## src/hdl/fir_lp_pkg.sv

```systemverilog
// ============================================================================
// fir_lp_pkg
// Shared types and constants of the gated low-pass FIR filter.
// ============================================================================
package fir_lp_pkg;

    // Sample and coefficient formats.
    localparam int DATA_W     = 16;
    localparam int COEF_W     = 16;

    // Coefficient register file: one register per possible tap.
    localparam int NUM_COEF   = 8;
    localparam int COEF_IDX_W = 3;

    // A coefficient below this Q0.16 value is treated as zero (0.001 gate).
    localparam logic [COEF_W-1:0] GATE_MIN = 16'd66;

    // Limits of the signed 16-bit result.
    localparam int OUT_MAX = 32767;
    localparam int OUT_MIN = -32768;

    typedef logic signed [DATA_W-1:0] sample_t;
    typedef logic        [COEF_W-1:0] coef_t;

endpackage

```

## src/hdl/fir_lowpass_with_coef_gate_unit.sv

```systemverilog
// ============================================================================
// fir_lowpass_with_coef_gate_unit
// Streaming direct-form FIR low-pass filter with a coefficient gate.
// ============================================================================
// Each input item is a signed 16-bit sample that enters a TAPS-deep window
// kept in a small synchronous memory used as a circular buffer. One result
// item follows per sample: the sum of window[k] * coef_k over the taps whose
// coefficient is 66 (Q0.16) or more, floor-scaled by 2^-16 and saturated to
// signed 16 bits, with tuser flagging a clipped result. A single shared
// multiplier handles one tap per clock unless the pipeline stalls, fed by
// the one read port of the window memory. A new sample can enter as the
// last tap of the current one is issued, even while the previous result
// waits on the output. The window clears at reset through per-entry valid
// bits, with no clearing pass. The user must write coefficients through
// the configuration port only while idle; the block does not enforce this.
// ============================================================================
module fir_lowpass_with_coef_gate_unit #(
    parameter int TAPS = 8
) (
    input  logic                                  clk,
    input  logic                                  rst_n,

    // Sample input; tdata: sample_in [15:0].
    input  logic                                  s_tvalid,
    output logic                                  s_tready,
    input  logic [15:0]                           s_tdata,

    // Filtered output; tdata: filtered_out [15:0]; tuser: saturated [0].
    output logic                                  m_tvalid,
    input  logic                                  m_tready,
    output logic [15:0]                           m_tdata,
    output logic                                  m_tuser,

    // Coefficient write port.
    input  logic                                  cfg_wr_en,
    input  logic [fir_lp_pkg::COEF_IDX_W-1:0]     cfg_index,
    input  logic [fir_lp_pkg::COEF_W-1:0]         cfg_wdata
);

    import fir_lp_pkg::*;

    localparam int PTR_W  = $clog2(TAPS);
    localparam int PROD_W = DATA_W + COEF_W;
    localparam int ACC_W  = PROD_W + $clog2(TAPS);
    localparam int Q_W    = ACC_W - 16;

    localparam logic [PTR_W-1:0]      LAST_TAP = PTR_W'(TAPS - 1);
    localparam logic [PTR_W-1:0]      DEPTH    = PTR_W'(TAPS);
    localparam logic signed [Q_W-1:0] Q_MAX    = Q_W'(OUT_MAX);
    localparam logic signed [Q_W-1:0] Q_MIN    = Q_W'(OUT_MIN);

    // Coefficient registers and sample window storage.
    coef_t             coef_reg [NUM_COEF];
    logic [DATA_W-1:0] win_mem  [TAPS];
    logic [TAPS-1:0]   win_valid_reg, win_valid_next;

    // Sequencer state.
    logic [PTR_W-1:0]  head_reg, head_next;
    logic [PTR_W-1:0]  tap_reg, tap_next;
    logic              busy_reg, busy_next;
    logic [PTR_W-1:0]  rd_addr;

    // Read stage.
    logic              rd_vld_reg, rd_first_reg, rd_last_reg;
    logic [DATA_W-1:0] rd_raw_reg;
    logic              rd_ok_reg;
    coef_t             rd_coef_reg;

    // Multiply stage.
    logic              prod_vld_reg, prod_first_reg, prod_last_reg;
    logic signed [PROD_W-1:0] prod_reg;
    sample_t           mul_a;
    logic signed [PROD_W:0] mul_full;

    // Accumulate stage and finished sum.
    logic signed [ACC_W-1:0] acc_reg, acc_sum;
    logic signed [ACC_W-1:0] sum_reg;
    logic              sum_vld_reg, sum_vld_next;
    logic              sum_move;
    logic              stall;

    // Output register.
    logic              out_vld_reg, out_vld_next;
    logic [15:0]       out_data_reg;
    logic              out_sat_reg;
    logic signed [Q_W-1:0] q_val;
    logic [15:0]       sat_data;
    logic              sat_flag;

    logic              accept;

    // The pipeline holds while a finished sum cannot move to the output.
    assign sum_move = sum_vld_reg && (!out_vld_reg || m_tready);
    assign stall    = sum_vld_reg && !sum_move;

    // A new sample may enter once the last tap of the current one is issued.
    assign s_tready = !stall && (!busy_reg || (tap_reg == LAST_TAP));
    assign accept   = s_tvalid && s_tready;

    // Window address of the sample tap_reg steps older than the newest.
    always_comb
    begin
        if (tap_reg > head_reg)
        begin
            rd_addr = head_reg + DEPTH - tap_reg;
        end
        else
        begin
            rd_addr = head_reg - tap_reg;
        end
    end

    // Next state of the sequencer and window valid bits.
    always_comb
    begin
        head_next      = head_reg;
        tap_next       = tap_reg;
        busy_next      = busy_reg;
        win_valid_next = win_valid_reg;
        if (accept)
        begin
            head_next = (head_reg == LAST_TAP) ? '0 : head_reg + 1'b1;
            win_valid_next[head_next] = 1'b1;
            tap_next  = '0;
            busy_next = 1'b1;
        end
        else if (busy_reg && !stall)
        begin
            if (tap_reg == LAST_TAP)
            begin
                busy_next = 1'b0;
            end
            else
            begin
                tap_next = tap_reg + 1'b1;
            end
        end
    end

    // Gated accumulation of the current product.
    assign acc_sum = (prod_first_reg ? '0 : acc_reg) + ACC_W'(prod_reg);

    always_comb
    begin
        sum_vld_next = sum_vld_reg;
        if (sum_move)
        begin
            sum_vld_next = 1'b0;
        end
        if (!stall && prod_vld_reg && prod_last_reg)
        begin
            sum_vld_next = 1'b1;
        end
    end

    // Floor scaling by 2^-16 and saturation to signed 16 bits.
    assign q_val = sum_reg[ACC_W-1:16];

    always_comb
    begin
        if (q_val > Q_MAX)
        begin
            sat_data = 16'(OUT_MAX);
            sat_flag = 1'b1;
        end
        else if (q_val < Q_MIN)
        begin
            sat_data = 16'(OUT_MIN);
            sat_flag = 1'b1;
        end
        else
        begin
            sat_data = q_val[15:0];
            sat_flag = 1'b0;
        end
    end

    always_comb
    begin
        out_vld_next = out_vld_reg;
        if (sum_move)
        begin
            out_vld_next = 1'b1;
        end
        else if (m_tready)
        begin
            out_vld_next = 1'b0;
        end
    end

    // Control registers.
    always_ff @(posedge clk or negedge rst_n)
    begin
        if (!rst_n)
        begin
            head_reg      <= '0;
            tap_reg       <= '0;
            busy_reg      <= 1'b0;
            win_valid_reg <= '0;
            rd_vld_reg    <= 1'b0;
            prod_vld_reg  <= 1'b0;
            sum_vld_reg   <= 1'b0;
            out_vld_reg   <= 1'b0;
            for (int i = 0; i < NUM_COEF; i++)
            begin
                coef_reg[i] <= '0;
            end
        end
        else
        begin
            head_reg      <= head_next;
            tap_reg       <= tap_next;
            busy_reg      <= busy_next;
            win_valid_reg <= win_valid_next;
            sum_vld_reg   <= sum_vld_next;
            out_vld_reg   <= out_vld_next;
            if (!stall)
            begin
                rd_vld_reg   <= busy_reg;
                prod_vld_reg <= rd_vld_reg;
            end
            if (cfg_wr_en)
            begin
                coef_reg[cfg_index] <= cfg_wdata;
            end
        end
    end

    // Window memory: write the new sample, read one tap per cycle unless stalled.
    always_ff @(posedge clk)
    begin
        if (accept)
        begin
            win_mem[head_next] <= s_tdata;
        end
        if (!stall && busy_reg)
        begin
            rd_raw_reg   <= win_mem[rd_addr];
            rd_ok_reg    <= win_valid_reg[rd_addr];
            rd_first_reg <= (tap_reg == '0);
            rd_last_reg  <= (tap_reg == LAST_TAP);
            if (coef_reg[COEF_IDX_W'(tap_reg)] >= GATE_MIN)
            begin
                rd_coef_reg <= coef_reg[COEF_IDX_W'(tap_reg)];
            end
            else
            begin
                rd_coef_reg <= '0;
            end
        end
    end

    // Multiply: an entry never written reads as zero.
    assign mul_a    = rd_ok_reg ? sample_t'(rd_raw_reg) : '0;
    assign mul_full = mul_a * $signed({1'b0, rd_coef_reg});

    always_ff @(posedge clk)
    begin
        if (!stall && rd_vld_reg)
        begin
            prod_reg       <= mul_full[PROD_W-1:0];
            prod_first_reg <= rd_first_reg;
            prod_last_reg  <= rd_last_reg;
        end
    end

    // Accumulator and finished sum.
    always_ff @(posedge clk)
    begin
        if (!stall && prod_vld_reg)
        begin
            acc_reg <= acc_sum;
            if (prod_last_reg)
            begin
                sum_reg <= acc_sum;
            end
        end
    end

    // Output payload.
    always_ff @(posedge clk)
    begin
        if (sum_move)
        begin
            out_data_reg <= sat_data;
            out_sat_reg  <= sat_flag;
        end
    end

    assign m_tvalid = out_vld_reg;
    assign m_tdata  = out_data_reg;
    assign m_tuser  = out_sat_reg;

endmodule

```

## config.mk

```make
export PLATFORM = sky130hd
export DESIGN_NAME = fir_lowpass_with_coef_gate_unit
export DESIGN_NICKNAME = d
export VERILOG_FILES = /design/src/hdl/fir_lp_pkg.sv /design/src/hdl/fir_lowpass_with_coef_gate_unit.sv
export SDC_FILE = /design/constraint.sdc
export NUM_CORES = 1
export LEC_CHECK = 0
export BUFFER_PORTS_ARGS = -buffer_cell sky130_fd_sc_hd__buf_2
export CAP_MARGIN = 20
export CORE_ASPECT_RATIO = 0.7
export CORE_UTILIZATION = 41
export DETAILED_ROUTE_END_ITERATION = 6
export MAX_ROUTING_LAYER = met4
export SYNTH_ARGS = -nofsm -noshare
export SYNTH_HDL_FRONTEND = slang
export SYNTH_SLANG_ARGS = --single-unit
```

## constraint.sdc

```tcl
create_clock -name clk -period 15 [get_ports clk]
set_input_delay 0.75 -clock clk [delete_from_list [all_inputs] [get_ports clk]]
set_output_delay 0.75 -clock clk [all_outputs]
set_load 0.02 [all_outputs]
```

# Yosys cells after proc, flatten, opt, wreduce, memory -nomap -nowiden
# Memory sizes are Yosys's and may differ from the RTL's. A register that Yosys moved wholly into a read port is not among the register bits.
# Index checks and enable logic that the tools add are counted.
classes:
  reduce_logical: 24
  eq_ne: 3
  mux: 28
  add_sub_neg: 4
  bitwise: 3
  multipliers: 1
  n_lt_le_gt_ge: 9
op_table:
  columns: ["cell", "count"]
  rows:
  - ["bitwise mux 128 bit", 1]
  - ["2-to-1 mux 16 bit", 5]
  - ["binary-select mux 16 bit (select 3 bit)", 1]
  - ["demux 16 bit (select 3 bit)", 1]
  - ["adder 35 bit", 1]
  - ["2-to-1 mux 35 bit", 1]
  - ["multiplier 16 x 17 -> 32 bit", 1]
  - ["greater-than comparator 19 x 16 -> 1 bit, second input constant", 1]
  - ["< comparator 19 x 16 -> 1 bit, second input constant", 1]
  - [">= comparator 16 x 7 -> 1 bit, second input constant", 1]
  - ["2-to-1 mux 3 bit", 5]
  - ["2-to-1 mux 1 bit", 12]
  - ["logical AND 1 bit", 10]
  - [">= comparator 4 bit, second input constant", 2]
  - ["< comparator 3 x 4 -> 1 bit, second input constant", 2]
  - ["NOT 3 -> 4 bit", 2]
  - ["OR 8 bit", 1]
  - ["nonzero test 2 bit", 4]
  - ["adder 3 x 1 -> 3 bit, second input constant", 2]
  - ["equality test 3 bit, second input constant", 2]
  - ["AND reduction 2 bit", 3]
  - ["zero test 1 bit", 4]
  - ["< comparator 4 x 1 -> 1 bit, second input constant", 1]
  - ["binary-select mux 1 bit (select 3 bit)", 1]
  - ["other kinds (6)", 7]
totals:
  wordCells: 100
  input_bits: 40
  memories: 1
  ff_bits: 287
  mem_bits_rw: 128
  out_inout_bits: 19
memory_table:
  columns: ["name", "words", "word_bits", "rd", "rd_clocked_by_memory_dff", "wr", "line_no", "source"]
  rows:
  - ["win_mem", 8, 16, 1, 1, 1, "fir_lowpass_with_coef_gate_unit.sv:54", "logic [DATA_W-1:0] win_mem [TAPS];"]

# Logic depth before layout (Yosys ltp)
logic_depth:
  word_depth: 10
  mapped_depth: 25
  depth_no_buf: 22

# Worst setup path after synthesis
# OpenSTA, ideal clock, no wires.
synth_path:
  kind: "register to register"
  from: "register rd_ok_reg"
  to: "register prod_reg[30], data pin"
  path_buffers: 2
  required_time_ns: 14.735
  setup_slack_ns: 8.655
  path_stages_with_launch: 24
  setup_ns: 0.265
  period_less_slack_ns: 6.345
  arrival_time_ns: 6.080
  cell_sequence: "edfxtp_1 -> clkbuf_1 -> and2_1 -> clkbuf_1 -> nand2_1 -> fa_1 -> inv_1 -> fa_1 -> inv_1 -> fa_1 -> inv_1 -> fa_1 -> fa_1 -> inv_1 -> fa_1 -> inv_1 -> ha_1 -> a21oi_1 -> nand3b_1 -> o211ai_1 -> o2111ai_1 -> a31oi_1 -> a22oi_1 -> xor2_1"
synth_between:
  elab_chain_len: 2
synth_lines:
  columns: ["element", "line_no", "source"]
  rows:
  - ["from (decl)", "fir_lowpass_with_coef_gate_unit.sv:66", "logic rd_ok_reg;"]
  - ["from (signal assigned)", "fir_lowpass_with_coef_gate_unit.sv:239", "rd_ok_reg <= win_valid_reg[rd_addr];"]
  - ["2-to-1 mux 16 bit", "fir_lowpass_with_coef_gate_unit.sv:254", "assign mul_a = rd_ok_reg ? sample_t'(rd_raw_reg) : '0;"]
  - ["multiplier 16 x 17 -> 32 bit", "fir_lowpass_with_coef_gate_unit.sv:255", "assign mul_full = mul_a * $signed({1'b0, rd_coef_reg});"]
  - ["via mul_full[30]", "fir_lowpass_with_coef_gate_unit.sv:73", "logic signed [PROD_W:0] mul_full;"]
  - ["to (signal assigned)", "fir_lowpass_with_coef_gate_unit.sv:261", "prod_reg <= mul_full[PROD_W-1:0];"]
  - ["to (decl)", "fir_lowpass_with_coef_gate_unit.sv:71", "logic signed [PROD_W-1:0] prod_reg;"]
# The timed path passes the listed nets, and every way through them passes these cells.
# A chain may end at the register's enable or synchronous reset.

# Final worst setup path
layout_path:
  from: "register rd_ok_reg"
  to: "register prod_reg[28], data pin"
# The elaborated chain is that of the path after synthesis.

==> flow_summary.toml <==
[setup_path]
r2r-start = "rd_ok_reg$_DFFE_PP_"
crit_arrival_ns = 8.00
slowest_stage = "buf_4"
end_kind = "flip-flop"
r2r_cells = 21
cpMostUsedCell = "fa_1"
reg2reg_to = "prod_reg[28]$_DFFE_PP_"
cp_cell_sequence = "buf_4 > and2_1 > nand2_1 > fa_1 > fa_1 > fa_1 > inv_1 > fa_1 > fa_1 > inv_1 > fa_1 > inv_1 > ha_1 > a21o_1 > a21oi_1 > nand3b_1 > o211ai_1 > o2111ai_1 > a31oi_1 > a21oi_1 > xor2_1"
setup.worst_path.start_class = "flip-flop"
path_max_fanout = 139
slowest_delay_ns = 0.77
critical_path_class = "reg -> reg"
cp_top_family = "adder cells"
ff2ff_setup_slack_ns = 7.31
required_ns = 15.31
path_buf_inv = 4

[sta]
fin_tns_setup_ns = 0
max_freq_mhz = 130
slew_headroom_pct = 27.9
fin_worst_skew_ns = 0.0156
finalMaxSlewViolations = 0
setup_viol = 0
period_minus_slack_ns = 7.69
final_hold_viol_count = 0
period_share_pct = 51.2
worst_pin_slew_ns = 1.08
rsz0062_at_grt = "no"

[drt]
vias = 16400
drc_errors = 0
ant_nets = 0
drt_iter0_markers = 1262
vias_per_cell = 5.30
drtPass1Iterations = 7
routedWlPerCell_um = 18.5
drt-total-wl_um = 57200

[yosys]
yosysWarnings = 0
synth-edff-count = 268
synthArstFlopShare_pct = 35.4
yosys.area.top_type = "edfxtp_1"
synthTopCellsByArea = "edfxtp_1 30%, fa_1 15%, dfrtp_1 14%, ha_1 7.3%, mux2_2 6.5%"
synth_ff_type = "edfxtp_1"
netlist_area_mm2 = 0.0269
syn_inst = 2134
synth.distinct_cells = 66
synth_seq_cells = 415
syn_avg_cell_area_um2 = 12.6
synth_top_area_share_pct = 29.9
synth_fp_nets = 2527
yosysSeqAreaShare_pct = 43.6

[cts]
cts.path.max_buffers = 3
cts.sinks = 415
cts_resized = 0
clock_latency_ns = 0.58
cts.clk_slew.worst_paths_ns = 0.06
cts_made_buffers = 43
h-tree-depth = 2
cts_tree = "yes"
ctsRootBufferMaster = "clkbuf_16"
hold_buffers = 0
cts_setup_buffers = 0

[layout]
final_util_pct = 45.5
nNetsFinal = 2569
final_cell_mix = "282 x inv_1, 268 x edfxtp_1, 196 x fa_1, 156 x ha_1, 155 x mux2_2"
stdcell_area_mm2 = 0.0295
final_common_cell = "inv_1"
syn_to_final_growth_pct = 9.75
diodes = 0
drive_gt1_share_pct = 19.0

[global_route]
grt_first_pass_wirelength_um = 95100
antenna_found_initial = 0
grt_pass1_vias = 17600
grtUsageTotal_pct = 18.6
grt_overflow_total = 0
grt_max_degree = 140

[status]
run_status = "finished clean"

[placed_design]
placed_area_mm2 = 0.0282
portBuffers = 58
hpwl_um = 41000
routabilityCongestion = 0.891

[floorplanning]
ios = 59
core_area_mm2 = 0.0648
dieArea_mm2 = 0.0666
floorplan.initialDensity_pct = 41.5
die_w_um = 308
dieHeight_um = 216
placementRows = 78

[hold_path]
min_path_type = "in -> async"

[flow_run]
drv_cap = 0
[how the worst max path moves through the flow]
stage | start | endpoint | slack [ns] | cells after the start
after floorplan | rd_ok_reg$_DFFE_PP_ | prod_reg[30]$_DFFE_PP_ | 8.66 | 23
after global routing | rd_ok_reg$_DFFE_PP_ | prod_reg[28]$_DFFE_PP_ | 6.94 | 22
after CTS | rd_ok_reg$_DFFE_PP_ | prod_reg[30]$_DFFE_PP_ | 7.50 | 21
final | rd_ok_reg$_DFFE_PP_ | prod_reg[28]$_DFFE_PP_ | 7.31 | 21
after global placement | rd_ok_reg$_DFFE_PP_ | prod_reg[30]$_DFFE_PP_ | 7.72 | 22
after detailed placement | rd_ok_reg$_DFFE_PP_ | prod_reg[30]$_DFFE_PP_ | 7.53 | 21
[cells by family after synthesis]
group,Yosys count,share of synthesized area (%)
buffers and inverters,377,5.33
DFF,415,43.6
xor gates and xnor gates,64,2.08
muxes,227,12.2
adders and majority gates,353,21.9
and+or+nand+nor,490,9.67
AOI/OAI and AO/OA,208,5.17
[synthesized netlist by cell type, types with 4 or more instances]
cell type	n
inv_1	282
edfxtp_1	268
fa_1	196
ha_1	157
mux2_2	155
dfrtp_1	147
nand2_1	147
and3_1	127
clkbuf_1	75
mux4_2	66
a21oi_1	55
nor2_1	49
xnor2_1	49
nor2b_1	47
a21o_1	27
o21ai_0	27
o21a_1	25
and2_1	18
nor3_1	18
nand4_1	17
a31oi_1	16
or2_2	16
xor2_1	15
nand3_1	13
buf_2	11
o21bai_1	9
buf_1	8
o21ai_1	8
nand2b_1	7
nand3b_1	7
mux2i_1	6
o211ai_1	6
nor4_1	4
or4_1	4
[cell type report]
type                            count  area [um^2]
Fill cell                        5875        35300
Multi-Input combinational cell   1342        13800
Sequential cell                   415        11700
Clock buffer                       56         1160
Tap cell                          880         1100
Inverter                          282         1060
Timing Repair Buffer               92          552
Clock inverter                     20          126
[layer usage]
metal	vias up	part of all wire (%)	track usage [%]
met5	-	0	-
li1	7509	-	-
met1	8394	47	25.6
met2	356	46	28.5
met3	104	4.8	2.95
met4	0	2.3	5.07
[metrics by stage]
stage / hold slack (ns) / cells / setup WS (ns)
floorplan: 0.400 / 2134 / 8.66
global placement: 0.403 / 3010 / 7.72
global route: 0.325 / 3087 / 6.94
finish: 0.263 / 3087 / 7.31
detailed placement: 0.405 / 3010 / 7.53
CTS: 0.276 / 3086 / 7.50
Power is left out: the tool's default activity adds up to more than one toggle a clock period on the data nets, which glitch-free logic cannot reach.
